**src/hdl/clbns_pkg.sv**
```systemverilog
// shared types, constants and helpers for the lcd bus number sniffer
package clbns_pkg;

	// number format
	localparam int FRACTION_DIGITS_DEF = 3;
	localparam int FRACTION_DIGITS_MAX = 6;
	localparam int FRAC_CNT_W          = 3;   // holds 0..FRACTION_DIGITS_MAX
	localparam int ACC_W               = 32;

	// configuration register map
	localparam int CFG_INDEX_W = 1;
	localparam logic [CFG_INDEX_W-1:0] REG_START_CMD = 1'b0;
	localparam logic [CFG_INDEX_W-1:0] REG_END_CMD   = 1'b1;

	localparam logic [7:0] START_CMD_RST = 8'd128;
	localparam logic [7:0] END_CMD_RST   = 8'd192;

	// characters of interest
	localparam logic [7:0] CHAR_POINT = 8'h2E;
	localparam logic [7:0] CHAR_ZERO  = 8'h30;
	localparam logic [7:0] CHAR_NINE  = 8'h39;

	// bus decoder phase
	typedef enum logic [3:0] {
		PH_START_HI = 4'b0001,
		PH_START_LO = 4'b0010,
		PH_TEXT_HI  = 4'b0100,
		PH_TEXT_LO  = 4'b1000
	} phase_t;

	// parse state handed to the scaling logic
	typedef struct packed {
		logic [ACC_W-1:0]      acc;
		logic                  in_frac;
		logic [FRAC_CNT_W-1:0] frac_cnt;
		logic                  ovf;
	} parse_t;

	// 10 to the power n, n up to FRACTION_DIGITS_MAX
	function automatic logic [31:0] pow10(input logic [FRAC_CNT_W-1:0] n);
		logic [31:0] r;
		r = 32'd1;
		for (int i = 0; i < FRACTION_DIGITS_MAX; i++) begin
			if (FRAC_CNT_W'(i) < n) begin
				r = 32'(r * 32'd10);
			end
		end
		return r;
	endfunction

endpackage

```
**src/hdl/char_lcd_bus_number_sniffer_top.sv**
```systemverilog
// top level of the character lcd bus number sniffer
//
// watches the 4-bit data bus of a character lcd, one request per nibble
// sampled while the enable strobe is high; nibbles pair up high then low.
// the start command byte arms a frame, every later byte is a text character
// until the end command byte closes it. digits accumulate, '.' switches to
// fraction digits (extra ones truncated), anything else is ignored. at frame
// end one result request carries the value scaled by 10^FRACTION_DIGITS,
// clamped at all ones with a saturated flag, plus whether a point was seen.
// rate: one nibble per clock cycle sustained. a nibble is registered on
// acceptance and updates the parse state at the next edge, later only for
// a held end nibble; a frame end is scaled from the parse state and lands
// in the result register at the same edge that updates the parse state.
// only an end byte that meets a full, stalled result register
// holds up the input; all other nibbles keep flowing regardless of the
// output side. configuration writes take effect at the next edge and are
// meant to be done while the block is idle
module char_lcd_bus_number_sniffer_top #(
	parameter int FRACTION_DIGITS = clbns_pkg::FRACTION_DIGITS_DEF
) (
	input  logic                            clk,
	input  logic                            arst_n,
	// config write port
	input  logic                            cfg_we,
	input  logic [clbns_pkg::CFG_INDEX_W-1:0] cfg_index,
	input  logic [7:0]                      cfg_data,
	// nibble input
	input  logic                            s_axis_tvalid,
	output logic                            s_axis_tready,
	input  logic [7:0]                      s_axis_tdata,  // [3:0] nibble, rest zero
	// result output
	output logic                            m_axis_tvalid,
	input  logic                            m_axis_tready,
	output logic [39:0]                     m_axis_tdata   // [31:0] value_milli,
	                                                       // [32] saturated,
	                                                       // [33] fraction_seen
);
	import clbns_pkg::*;

	// configuration registers
	logic [7:0]       start_cmd_q;
	logic [7:0]       end_cmd_q;

	// input stage
	logic             valid_s1;
	logic [3:0]       nibble_s1;

	// result stage
	logic             valid_s2;
	logic [ACC_W-1:0] value_s2;
	logic             sat_s2;
	logic             frac_s2;

	logic             step;
	logic             end_hit;
	parse_t           parse;
	logic [ACC_W-1:0] scaled;
	logic             scaled_sat;

	always_ff @(posedge clk or negedge arst_n) begin
		if (!arst_n) begin
			start_cmd_q <= START_CMD_RST;
			end_cmd_q   <= END_CMD_RST;
		end else if (cfg_we) begin
			unique case (cfg_index)
				REG_START_CMD: start_cmd_q <= cfg_data;
				REG_END_CMD:   end_cmd_q   <= cfg_data;
				default:       ;
			endcase
		end
	end

	// the registered nibble is consumed unless it closes a frame and the
	// result register is occupied and not being read
	assign step          = valid_s1 && (!end_hit || !valid_s2 || m_axis_tready);
	assign s_axis_tready = !valid_s1 || step;

	always_ff @(posedge clk or negedge arst_n) begin
		if (!arst_n) begin
			valid_s1 <= 1'b0;
		end else if (s_axis_tready) begin
			valid_s1 <= s_axis_tvalid;
		end
	end

	always_ff @(posedge clk) begin
		if (s_axis_tready && s_axis_tvalid) begin
			nibble_s1 <= s_axis_tdata[3:0];
		end
	end

	// byte assembly and parse state
	clbns_parser #(
		.FRACTION_DIGITS(FRACTION_DIGITS)
	) u_parser (
		.clk      (clk),
		.arst_n   (arst_n),
		.step     (step),
		.nibble   (nibble_s1),
		.start_cmd(start_cmd_q),
		.end_cmd  (end_cmd_q),
		.end_hit  (end_hit),
		.parse    (parse)
	);

	// scaling of the settled parse state, used only on an end byte
	clbns_scale #(
		.FRACTION_DIGITS(FRACTION_DIGITS)
	) u_scale (
		.parse(parse),
		.value(scaled),
		.sat  (scaled_sat)
	);

	always_ff @(posedge clk or negedge arst_n) begin
		if (!arst_n) begin
			valid_s2 <= 1'b0;
		end else if (step && end_hit) begin
			valid_s2 <= 1'b1;
		end else if (m_axis_tready) begin
			valid_s2 <= 1'b0;
		end
	end

	always_ff @(posedge clk) begin
		if (step && end_hit) begin
			value_s2 <= scaled;
			sat_s2   <= scaled_sat;
			frac_s2  <= parse.in_frac;
		end
	end

	assign m_axis_tvalid = valid_s2;
	assign m_axis_tdata  = {6'd0, frac_s2, sat_s2, value_s2};

endmodule

```
**src/hdl/clbns_parser.sv**
```systemverilog
// lcd bus byte assembly, frame detection and decimal parse state
module clbns_parser #(
	parameter int FRACTION_DIGITS = clbns_pkg::FRACTION_DIGITS_DEF
) (
	input  logic                 clk,
	input  logic                 arst_n,
	input  logic                 step,
	input  logic [3:0]           nibble,
	input  logic [7:0]           start_cmd,
	input  logic [7:0]           end_cmd,
	output logic                 end_hit,
	output clbns_pkg::parse_t    parse
);
	import clbns_pkg::*;

	phase_t                phase_q, phase_d;
	logic [3:0]            high_q, high_d;
	parse_t                parse_q, parse_d;
	logic [7:0]            byte_w;
	logic [3:0]            digit;
	logic [ACC_W+3:0]      next_acc;
	logic                  is_digit;

	assign byte_w   = {high_q, nibble};
	assign end_hit  = (phase_q == PH_TEXT_LO) && (byte_w == end_cmd);
	assign digit    = 4'(byte_w - CHAR_ZERO);
	assign is_digit = (byte_w >= CHAR_ZERO) && (byte_w <= CHAR_NINE);
	// acc * 10 + digit as (acc << 3) + (acc << 1) + digit
	assign next_acc = ({4'd0, parse_q.acc} << 3) + ({4'd0, parse_q.acc} << 1)
		+ {(ACC_W)'(0), digit};

	always_comb begin
		phase_d = phase_q;
		high_d  = high_q;
		parse_d = parse_q;
		unique case (phase_q)
			PH_START_HI: begin
				if (nibble == start_cmd[7:4]) begin
					high_d  = nibble;
					phase_d = PH_START_LO;
				end
			end
			PH_START_LO: begin
				if (byte_w == start_cmd) begin
					parse_d = '0;
					phase_d = PH_TEXT_HI;
				end else begin
					phase_d = PH_START_HI;
				end
			end
			PH_TEXT_HI: begin
				high_d  = nibble;
				phase_d = PH_TEXT_LO;
			end
			PH_TEXT_LO: begin
				if (end_hit) begin
					parse_d = '0;
					phase_d = PH_START_HI;
				end else begin
					phase_d = PH_TEXT_HI;
					if (byte_w == CHAR_POINT) begin
						parse_d.in_frac = 1'b1;
					end else if (is_digit &&
						!(parse_q.in_frac &&
						  parse_q.frac_cnt >= FRAC_CNT_W'(FRACTION_DIGITS))) begin
						if (parse_q.in_frac) begin
							parse_d.frac_cnt = parse_q.frac_cnt + 1'b1;
						end
						// once clamped, later digits leave the value alone
						if (!parse_q.ovf) begin
							if (|next_acc[ACC_W+3:ACC_W]) begin
								parse_d.acc = '1;
								parse_d.ovf = 1'b1;
							end else begin
								parse_d.acc = next_acc[ACC_W-1:0];
							end
						end
					end
				end
			end
			default: begin
				phase_d = PH_START_HI;
			end
		endcase
	end

	always_ff @(posedge clk or negedge arst_n) begin
		if (!arst_n) begin
			phase_q <= PH_START_HI;
			high_q  <= '0;
			parse_q <= '0;
		end else if (step) begin
			phase_q <= phase_d;
			high_q  <= high_d;
			parse_q <= parse_d;
		end
	end

	assign parse = parse_q;

endmodule

```
**src/hdl/clbns_scale.sv**
```systemverilog
// frame end scaling to fixed point with saturation
module clbns_scale #(
	parameter int FRACTION_DIGITS = clbns_pkg::FRACTION_DIGITS_DEF
) (
	input  clbns_pkg::parse_t        parse,
	output logic [clbns_pkg::ACC_W-1:0] value,
	output logic                     sat
);
	import clbns_pkg::*;

	localparam int ScaleW = $clog2(10 ** FRACTION_DIGITS + 1);

	logic [FRAC_CNT_W-1:0]    missing;
	logic [ScaleW-1:0]        factor;
	logic [ACC_W+ScaleW-1:0]  product;

	// fraction digits still owed, each one a factor of ten
	assign missing = FRAC_CNT_W'(FRACTION_DIGITS) - parse.frac_cnt;
	assign factor  = ScaleW'(pow10(missing));
	assign product = (ACC_W+ScaleW)'(parse.acc) * (ACC_W+ScaleW)'(factor);
	assign sat     = parse.ovf || (|product[ACC_W+ScaleW-1:ACC_W]);
	assign value   = sat ? '1 : product[ACC_W-1:0];

endmodule

```
**config.mk**
```make
export PLATFORM = sky130hd
export DESIGN_NAME = char_lcd_bus_number_sniffer_top
export DESIGN_NICKNAME = d
export VERILOG_FILES = /design/src/hdl/clbns_pkg.sv /design/src/hdl/char_lcd_bus_number_sniffer_top.sv /design/src/hdl/clbns_parser.sv /design/src/hdl/clbns_scale.sv
export SDC_FILE = /design/constraint.sdc
export NUM_CORES = 1
export LEC_CHECK = 0
export BUFFER_PORTS_ARGS = -buffer_cell sky130_fd_sc_hd__buf_2
export CORE_ASPECT_RATIO = 1.2
export CORE_MARGIN = 4
export CORE_UTILIZATION = 45
export CTS_CLUSTER_SIZE = 40
export DETAILED_ROUTE_END_ITERATION = 8
export PLACE_DENSITY = 0.72
export SYNTH_ARGS = -nofsm -noshare
export SYNTH_HDL_FRONTEND = slang
export SYNTH_SLANG_ARGS = --single-unit
```
**constraint.sdc**
```tcl
create_clock -name clk -period 11.8 [get_ports clk]
set_clock_uncertainty 0.1 [all_clocks]
set_input_delay 0.59 -clock clk [delete_from_list [all_inputs] [get_ports clk]]
set_output_delay 0.59 -clock clk [all_outputs]
set_load 0.03 [all_outputs]
```
==> summary.md, run 1 <==
| Metric | Value |
|---|---|
| Worst Path Arrival | 10.76 ns |
| Maximum vdd ir drop | 0.1158 mV |
| CP max-delay cell | and4bb_4 |
| Crit Reg-Reg Startpoint | u_parser.parse[3] |
| Seq/Total Area, Yosys | 0.1536 |
| Type of the worst min-delay path | input port to async pin |
| Largest net degree at the start of global routing | 64 |
| Commonest non-fill, non-tap cell in the layout | inv_1 |
| Worst hold margin | 0.2634 ns |
| Asr flop ratio synth | 0.6238 |
| RSZ-0062 raised after global routing | no |
| Final hold vios | 0 |
| Total power | 0.7831 mW |
| Reg2reg setup slack | 1.05 ns |
| Die Y | 225.4 µm |
| Crit path top cell by count | ha_1 |
| Via count | 13810 |
| Cells after Synth | 2001 |
| Commonest cells after routing, fill and taps aside | 325 x inv_1, 240 x fa_1, 218 x nand2_1, 156 x ha_1, 105 x and2_1 |
| Synthesis-to-finish area growth | 4.567% |
| Netlist Area Pre-Place | 17720 µm² |
| DRC viols | 0 |
| Final instance area | 18530 µm² |
| Max FO, Critical Path | 33 |
| Die area | 42640 µm² |
| Clk sink count | 101 |
| Pwr/cell area | 42.25 nW/µm² |
| FP Rows | 79 |
| Relative slew slack | 0.1936 |
| Critical Path Source Type | register |
| Slew @ Worst Pin | 1.210 ns |
| Crit. End Element | register |
| Hold_buf cts | 0 |
| CTS tree | done |
| Reg2Reg Depth | 36 |
| Outcome | finished, final reports clean |
| Initial DRT Pass Iterations | 8 |
| CP max stage delay | 0.58 ns |
| Register bit total from synthesis | 101 |
| Core footprint | 38850 µm² |
| Synth warnings | 0 |
| Diodes inserted | 0 |
| Clock latency on the worst-skew pair | 0.39 ns |
| Post-route ant nets | 0 |
| Setup Viol. Count Final | 0 |
| Total track usage | 0.2073 |
| Crit path kind | register to register |
| Fmax | 0.09301 GHz |
| Post-CTS Resized | 0 |
| Root Driver | clkbuf_16 |
| Total Wirelength | 43190 µm |
| Count of pins over their slew limit | 0 |
| Die width | 189.2 µm |
| CTS H-tree lvls | 3 |
| Max-Cap Viols | 0 |
| Vias in the first global route | 14670 |
| Pleak | 9.103 nW |
| Final Cycle Share | 0.9112 |
| Layout net count | 2376 |
| RD Place Congestion | 0.9343 |
| CTS max path bufs | 2 |
| FF-to-FF End | value_s2[13] |
| Netlist cell types | 82 |
| Worst-path clk slew | 0.08 ns |
| Logic pwr share | 0.077 |
| Buffers added on ports | 53 |
| Number of synthesized flops with an enable pin | 38 |
| Clock period minus worst slack | 10.75 ns |
| IO Count | 64 |
| Mean post-synth cell area | 8.858 µm² |
| Internal power | 0.5675 mW |
| Initial Util | 0.4563 |
| Register share of total power | 0.514 |
| Setup TNS | 0 ns |
| Vias/cell | 5.549 |
| Sw Ratio | 0.2753 |
| Post-Place Cell Area | 18220 µm² |
| Switch Pwr | 0.2156 mW |
| Top_reg_cell synth | dfrtp_1 |
| First-pass GRT wire length | 72240 µm |
| Share of cells above drive strength 1 | 0.06826 |
| Wire length per cell | 17.35 µm |
| GRT overflow | 0 |
| Num CTS Buffers | 9 |
| Critical Path RT | 11.81 ns |
| Initial antenna violation count | 0 |
| Clock network power share | 0.409 |
| 1st-iter DRT viols | 956 |
| Post CTS Setup Buffer Count | 0 |
| Detailed placer's ending HPWL | 33300 µm |
-- worst max-delay path, delay by kind of cell, from the launching register on --
kind | cells | cell delay [ns]
XOR/XNOR | 3 | 0.43
flip-flops | 1 | 0.52
adder cells (fa/ha/maj) | 11 | 4.56
AO/OA/AOI/OAI | 9 | 1.83
AND/OR/NAND/NOR | 7 | 1.84
buffers and inverters | 6 | 1.18
-- cells by family after synthesis --
logic type / Yosys count / synth area share
xor+xnor: 82 / 0.04052
flops: 101 / 0.1536
mux: 26 / 0.01617
simple gates: 616 / 0.1793
other cells: 1 / 0.0002116
buf+inv: 452 / 0.1011
compound gates: 327 / 0.1279
fa+ha+maj: 396 / 0.3812
-- stage by stage --
stage          instances  worst slack [ns]    util
3_3_place_gp        2473             1.441  0.4690
6_report            2489             1.048  0.4771
2_1_floorplan       2007             2.143       -
3_5_place_dp        2473             1.240  0.4690
5_1_grt             2489            0.5518  0.4771
4_1_cts             2489             1.180  0.4771
-- worst max-delay path by stage --
| stage | start | to | slack [ns] |
|---|---|---|---|
| finish | u_parser.parse[3] | value_s2[13] | 1.05 |
| detailed placement | u_parser.parse[3] | value_s2[13] | 1.24 |
| global route | u_parser.parse[3] | value_s2[13] | 0.55 |
| floorplan | u_parser.parse[3] | value_s2[30] | 2.14 |
| global placement | u_parser.parse[3] | value_s2[30] | 1.44 |
| CTS | u_parser.parse[3] | value_s2[13] | 1.18 |
-- synth_stat cells (5+ instances only) --
cell type,count,area (µm²)
inv_1,325,1220
fa_1,240,4805
nand2_1,218,818.3
ha_1,156,1952
and2_1,105,656.9
nor2b_1,99,619.3
a21oi_1,92,460.4
clkbuf_1,91,341.6
dfrtp_1,59,1476
nor2_1,52,195.2
o21ai_0,51,255.2
xnor2_1,47,411.6
edfxtp_1,38,1141
and3_1,35,219.0
xor2_1,35,306.5
a221o_1,28,280.3
a21o_1,26,195.2
nand4_1,26,162.7
nand3_1,23,115.1
mux2_2,21,236.5
nor3_1,21,105.1
buf_2,19,95.09
o21a_1,18,135.1
nand2b_1,15,93.84
o211ai_1,12,90.09
buf_4,9,67.56
a211oi_1,8,60.06
o21bai_1,8,60.06
a211o_1,6,52.55
a31oi_1,6,37.54
o21ai_1,6,30.03
a21boi_0,5,37.54
buf_6,5,56.30
mux2i_1,5,50.05
-- final cells by class --
type | instances | area [µm²]
clock buffers | 9 | 225.2
clock inverters | 7 | 88.84
fillers | 3683 | 20310
inverters | 326 | 1224
multi-input cells | 1454 | 13250
flip-flops and latches | 101 | 2723
well taps | 526 | 658.1
repair buffers | 66 | 362.8
-- sequential cells by signal, summed over array words and instances, names as in the netlist, 4 cells and up --
signal / count
u_parser.high_q: 4
nibble_s1: 4
value_s2: 32
u_parser.phase_q: 4
start_cmd_q: 8
end_cmd_q: 8
u_parser.parse: 37
-- power by group through the flow --
stage	Combinational [mW]	Sequential, mW	Clock [mW]
2_1_floorplan	0.0502	0.402	0
3_5_place_dp	0.0607	0.411	0
5_1_grt	0.0676	0.406	0.344
3_3_place_gp	0.0588	0.410	0
6_report	0.0601	0.403	0.320
4_1_cts	0.0611	0.403	0.331
-- per-layer routing --
layer / global-route usage / part of all wire
met4: 0.06795 / 0.030
met1: 0.2530 / 0.41
met2: 0.3809 / 0.51
met5: 0 / 0
met3: 0.02495 / 0.051
Power figures use the tool's default switching activity.
==> inputs of run 2 (changes only) <==
--- a/config.mk
+++ b/config.mk
@@ -11,7 +11,7 @@
 export CORE_UTILIZATION = 45
 export CTS_CLUSTER_SIZE = 40
 export DETAILED_ROUTE_END_ITERATION = 8
-export PLACE_DENSITY = 0.72
+export PLACE_DENSITY = 0.74
 export SYNTH_ARGS = -nofsm -noshare
 export SYNTH_HDL_FRONTEND = slang
 export SYNTH_SLANG_ARGS = --single-unit
==> constraint.sdc (replaced) <==
create_clock -name clk -period 9.5 [get_ports clk]
set_clock_uncertainty 0.1 [all_clocks]
set_input_delay 0.475 -clock clk [delete_from_list [all_inputs] [get_ports clk]]
set_output_delay 0.475 -clock clk [all_outputs]
set_load 0.03 [all_outputs]
==> run 2 against run 1 <==
First-iteration DRC count fell by 11%. Setup slack got worse by 0.80 ns. Routed wire length rose by 3.1%. Combinational power rose by 27%. Highest routed layer unchanged.
==> summary.md, run 2 (synthesized netlist as in run 1, its figures left out) <==
| Metric | Value |
|---|---|
| Outcome | finished, final reports clean |
| FP Rows | 79 |
| Wire length per cell | 17.59 µm |
| Relative slew slack | 0.1845 |
| Clock network power share | 0.405 |
| Largest net degree at the start of global routing | 64 |
| Commonest non-fill, non-tap cell in the layout | inv_1 |
| Synthesis-to-finish area growth | 8.902% |
| Register share of total power | 0.516 |
| Root Driver | clkbuf_16 |
| Crit path top cell by count | fa_1 |
| Vias/cell | 5.566 |
| Final Cycle Share | 0.9740 |
| Diodes inserted | 0 |
| Die width | 189.2 µm |
| Final core occ | 0.4969 |
| Post-route ant nets | 0 |
| Buffers added on ports | 53 |
| IO Count | 64 |
| CTS H-tree lvls | 3 |
| Worst setup margin | 0.2467 ns |
| Crit path kind | register to register |
| Initial Util | 0.4563 |
| Fin cells | 2532 |
| Clock latency on the worst-skew pair | 0.39 ns |
| Critical Path RT | 9.53 ns |
| Worst-path clk slew | 0.07 ns |
| Critical Path Source Type | register |
| Max FO, Critical Path | 16 |
| RD Place Congestion | 0.9088 |
| Clock period minus worst slack | 9.253 ns |
| Total power | 0.9707 mW |
| Share of cells above drive strength 1 | 0.1112 |
| Setup Viol. Count Final | 0 |
| Crit. End Element | register |
| Count of pins over their slew limit | 0 |
| Die Y | 225.4 µm |
| Hold_buf cts | 0 |
| Area of the multi-input gates | 13600 µm² |
| Core footprint | 38850 µm² |
| Switch Pwr | 0.2508 mW |
| 1st-iter DRT viols | 850 |
| Max reg flops | 37 |
| Detailed placer's ending HPWL | 33520 µm |
| Max-Cap Viols | 0 |
| CP max-delay cell | fa_1 |
| CTS max path bufs | 2 |
| Total track usage | 0.2070 |
| Pleak | 9.324 nW |
| First-pass GRT wire length | 72020 µm |
| Layout net count | 2419 |
| Initial DRT Pass Iterations | 5 |
| FILL cells | 3541 |
| Maximum vdd ir drop | 0.1033 mV |
| CP max stage delay | 0.56 ns |
| Worst slack, placed | 0.04860 ns |
| Clk sink count | 101 |
| DRC viols | 0 |
| Initial antenna violation count | 0 |
| Pwr/cell area | 50.29 nW/µm² |
| Sw Ratio | 0.2583 |
| Total Wirelength | 44540 µm |
| Cells after DPL | 2500 |
| Vias in the first global route | 14820 |
| Die area | 42640 µm² |
| Commonest cells after routing, fill and taps aside | 325 x inv_1, 239 x fa_1, 216 x nand2_1, 135 x ha_1, 102 x and2_1 |
| Internal power | 0.7199 mW |
| CTS tree | done |
| GRT overflow | 0 |
| Num CTS Buffers | 9 |
| Register Area | 2724 µm² |
| Logic pwr share | 0.079 |
| Worst Path Arrival | 9.28 ns |
| Fmax | 0.1081 GHz |
| Final hold vios | 0 |
| Via count | 14090 |
| Type of the worst min-delay path | input port to async pin |
| Slew @ Worst Pin | 1.223 ns |
[run 2: cell count changes in the layout (fill, tap and decap cells not counted), moves of 4 or more]
cell,delta
buf_4,+34
a21oi_2,+4
ha_4,+16
clkbuf_16,+4
ha_1,-21
a21oi_1,-4
ha_2,+5
o21ai_0,-4
[run 2: layer usage]
metal / global-route usage / wire length [µm]
met2: 0.3634 / 22580
met5: 0 / 0
met4: 0.07853 / 1509
met1: 0.2585 / 17890
met3: 0.03145 / 2558
[run 2: worst paths after layout]
kind | slack (ns) | cells past startpoint | endpoint | startpoint
setup / recovery | 0.25 | 35 | value_s2[1] | u_parser.parse[1]
hold reg to reg | 0.43 | 1 | end_cmd_q[3] | end_cmd_q[3]
setup reg to reg | 0.25 | 35 | value_s2[1] | u_parser.parse[1]
min in group clk | 0.17 | 1 | nibble_s1[2] | s_axis_tdata[2]
max in group asynchronous | 8.57 | 2 | u_parser.parse[1] | arst_n
hold / removal | 0.16 | 2 | start_cmd_q[6] | arst_n
[run 2: final cells by class]
class,instances,share of cell area
multi-input cells,1454,0.7045
flip-flops and latches,101,0.1411
inverters,326,0.06340
repair buffers,109,0.04149
well taps,526,0.03410
clock buffers,9,0.01167
clock inverters,7,0.003760
[run 2: worst max-delay path, delay by kind of cell, from the launching register on]
kind | cells | cell delay, ns
flip-flops | 1 | 0.44
buffers and inverters | 5 | 0.64
XOR/XNOR | 3 | 0.42
AND/OR/NAND/NOR | 7 | 1.37
AO/OA/AOI/OAI | 9 | 1.70
adder cells (fa/ha/maj) | 11 | 4.30
[run 2: what timing repair did]
action / CTS / global route
gates resized for setup: 1 / 64
buffers inserted: 0 / 11
setup endpoints to repair: 19 / 33
cloned: 0 / 5
pin swaps: 0 / 26
[run 2: metrics by stage]
step	hold WS, ns	setup TNS, ns	cell area, µm²
4_1_cts	0.1504	0	18760
6_report	0.1569	0	19300
5_1_grt	0.1614	-2.658	19300
3_5_place_dp	0.4159	0	18460
3_3_place_gp	0.4133	0	18460
2_1_floorplan	0.07941	0	17750
[run 2: power by group through the flow]
| stage | clock (mW) | sequential (mW) | combinational, mW |
|---|---|---|---|
| floorplan | 0 | 0.499 | 0.0624 |
| CTS | 0.402 | 0.501 | 0.0769 |
| finish | 0.393 | 0.501 | 0.0766 |
| global route | 0.415 | 0.504 | 0.0843 |
| detailed placement | 0 | 0.510 | 0.0764 |
| global placement | 0 | 0.508 | 0.0733 |
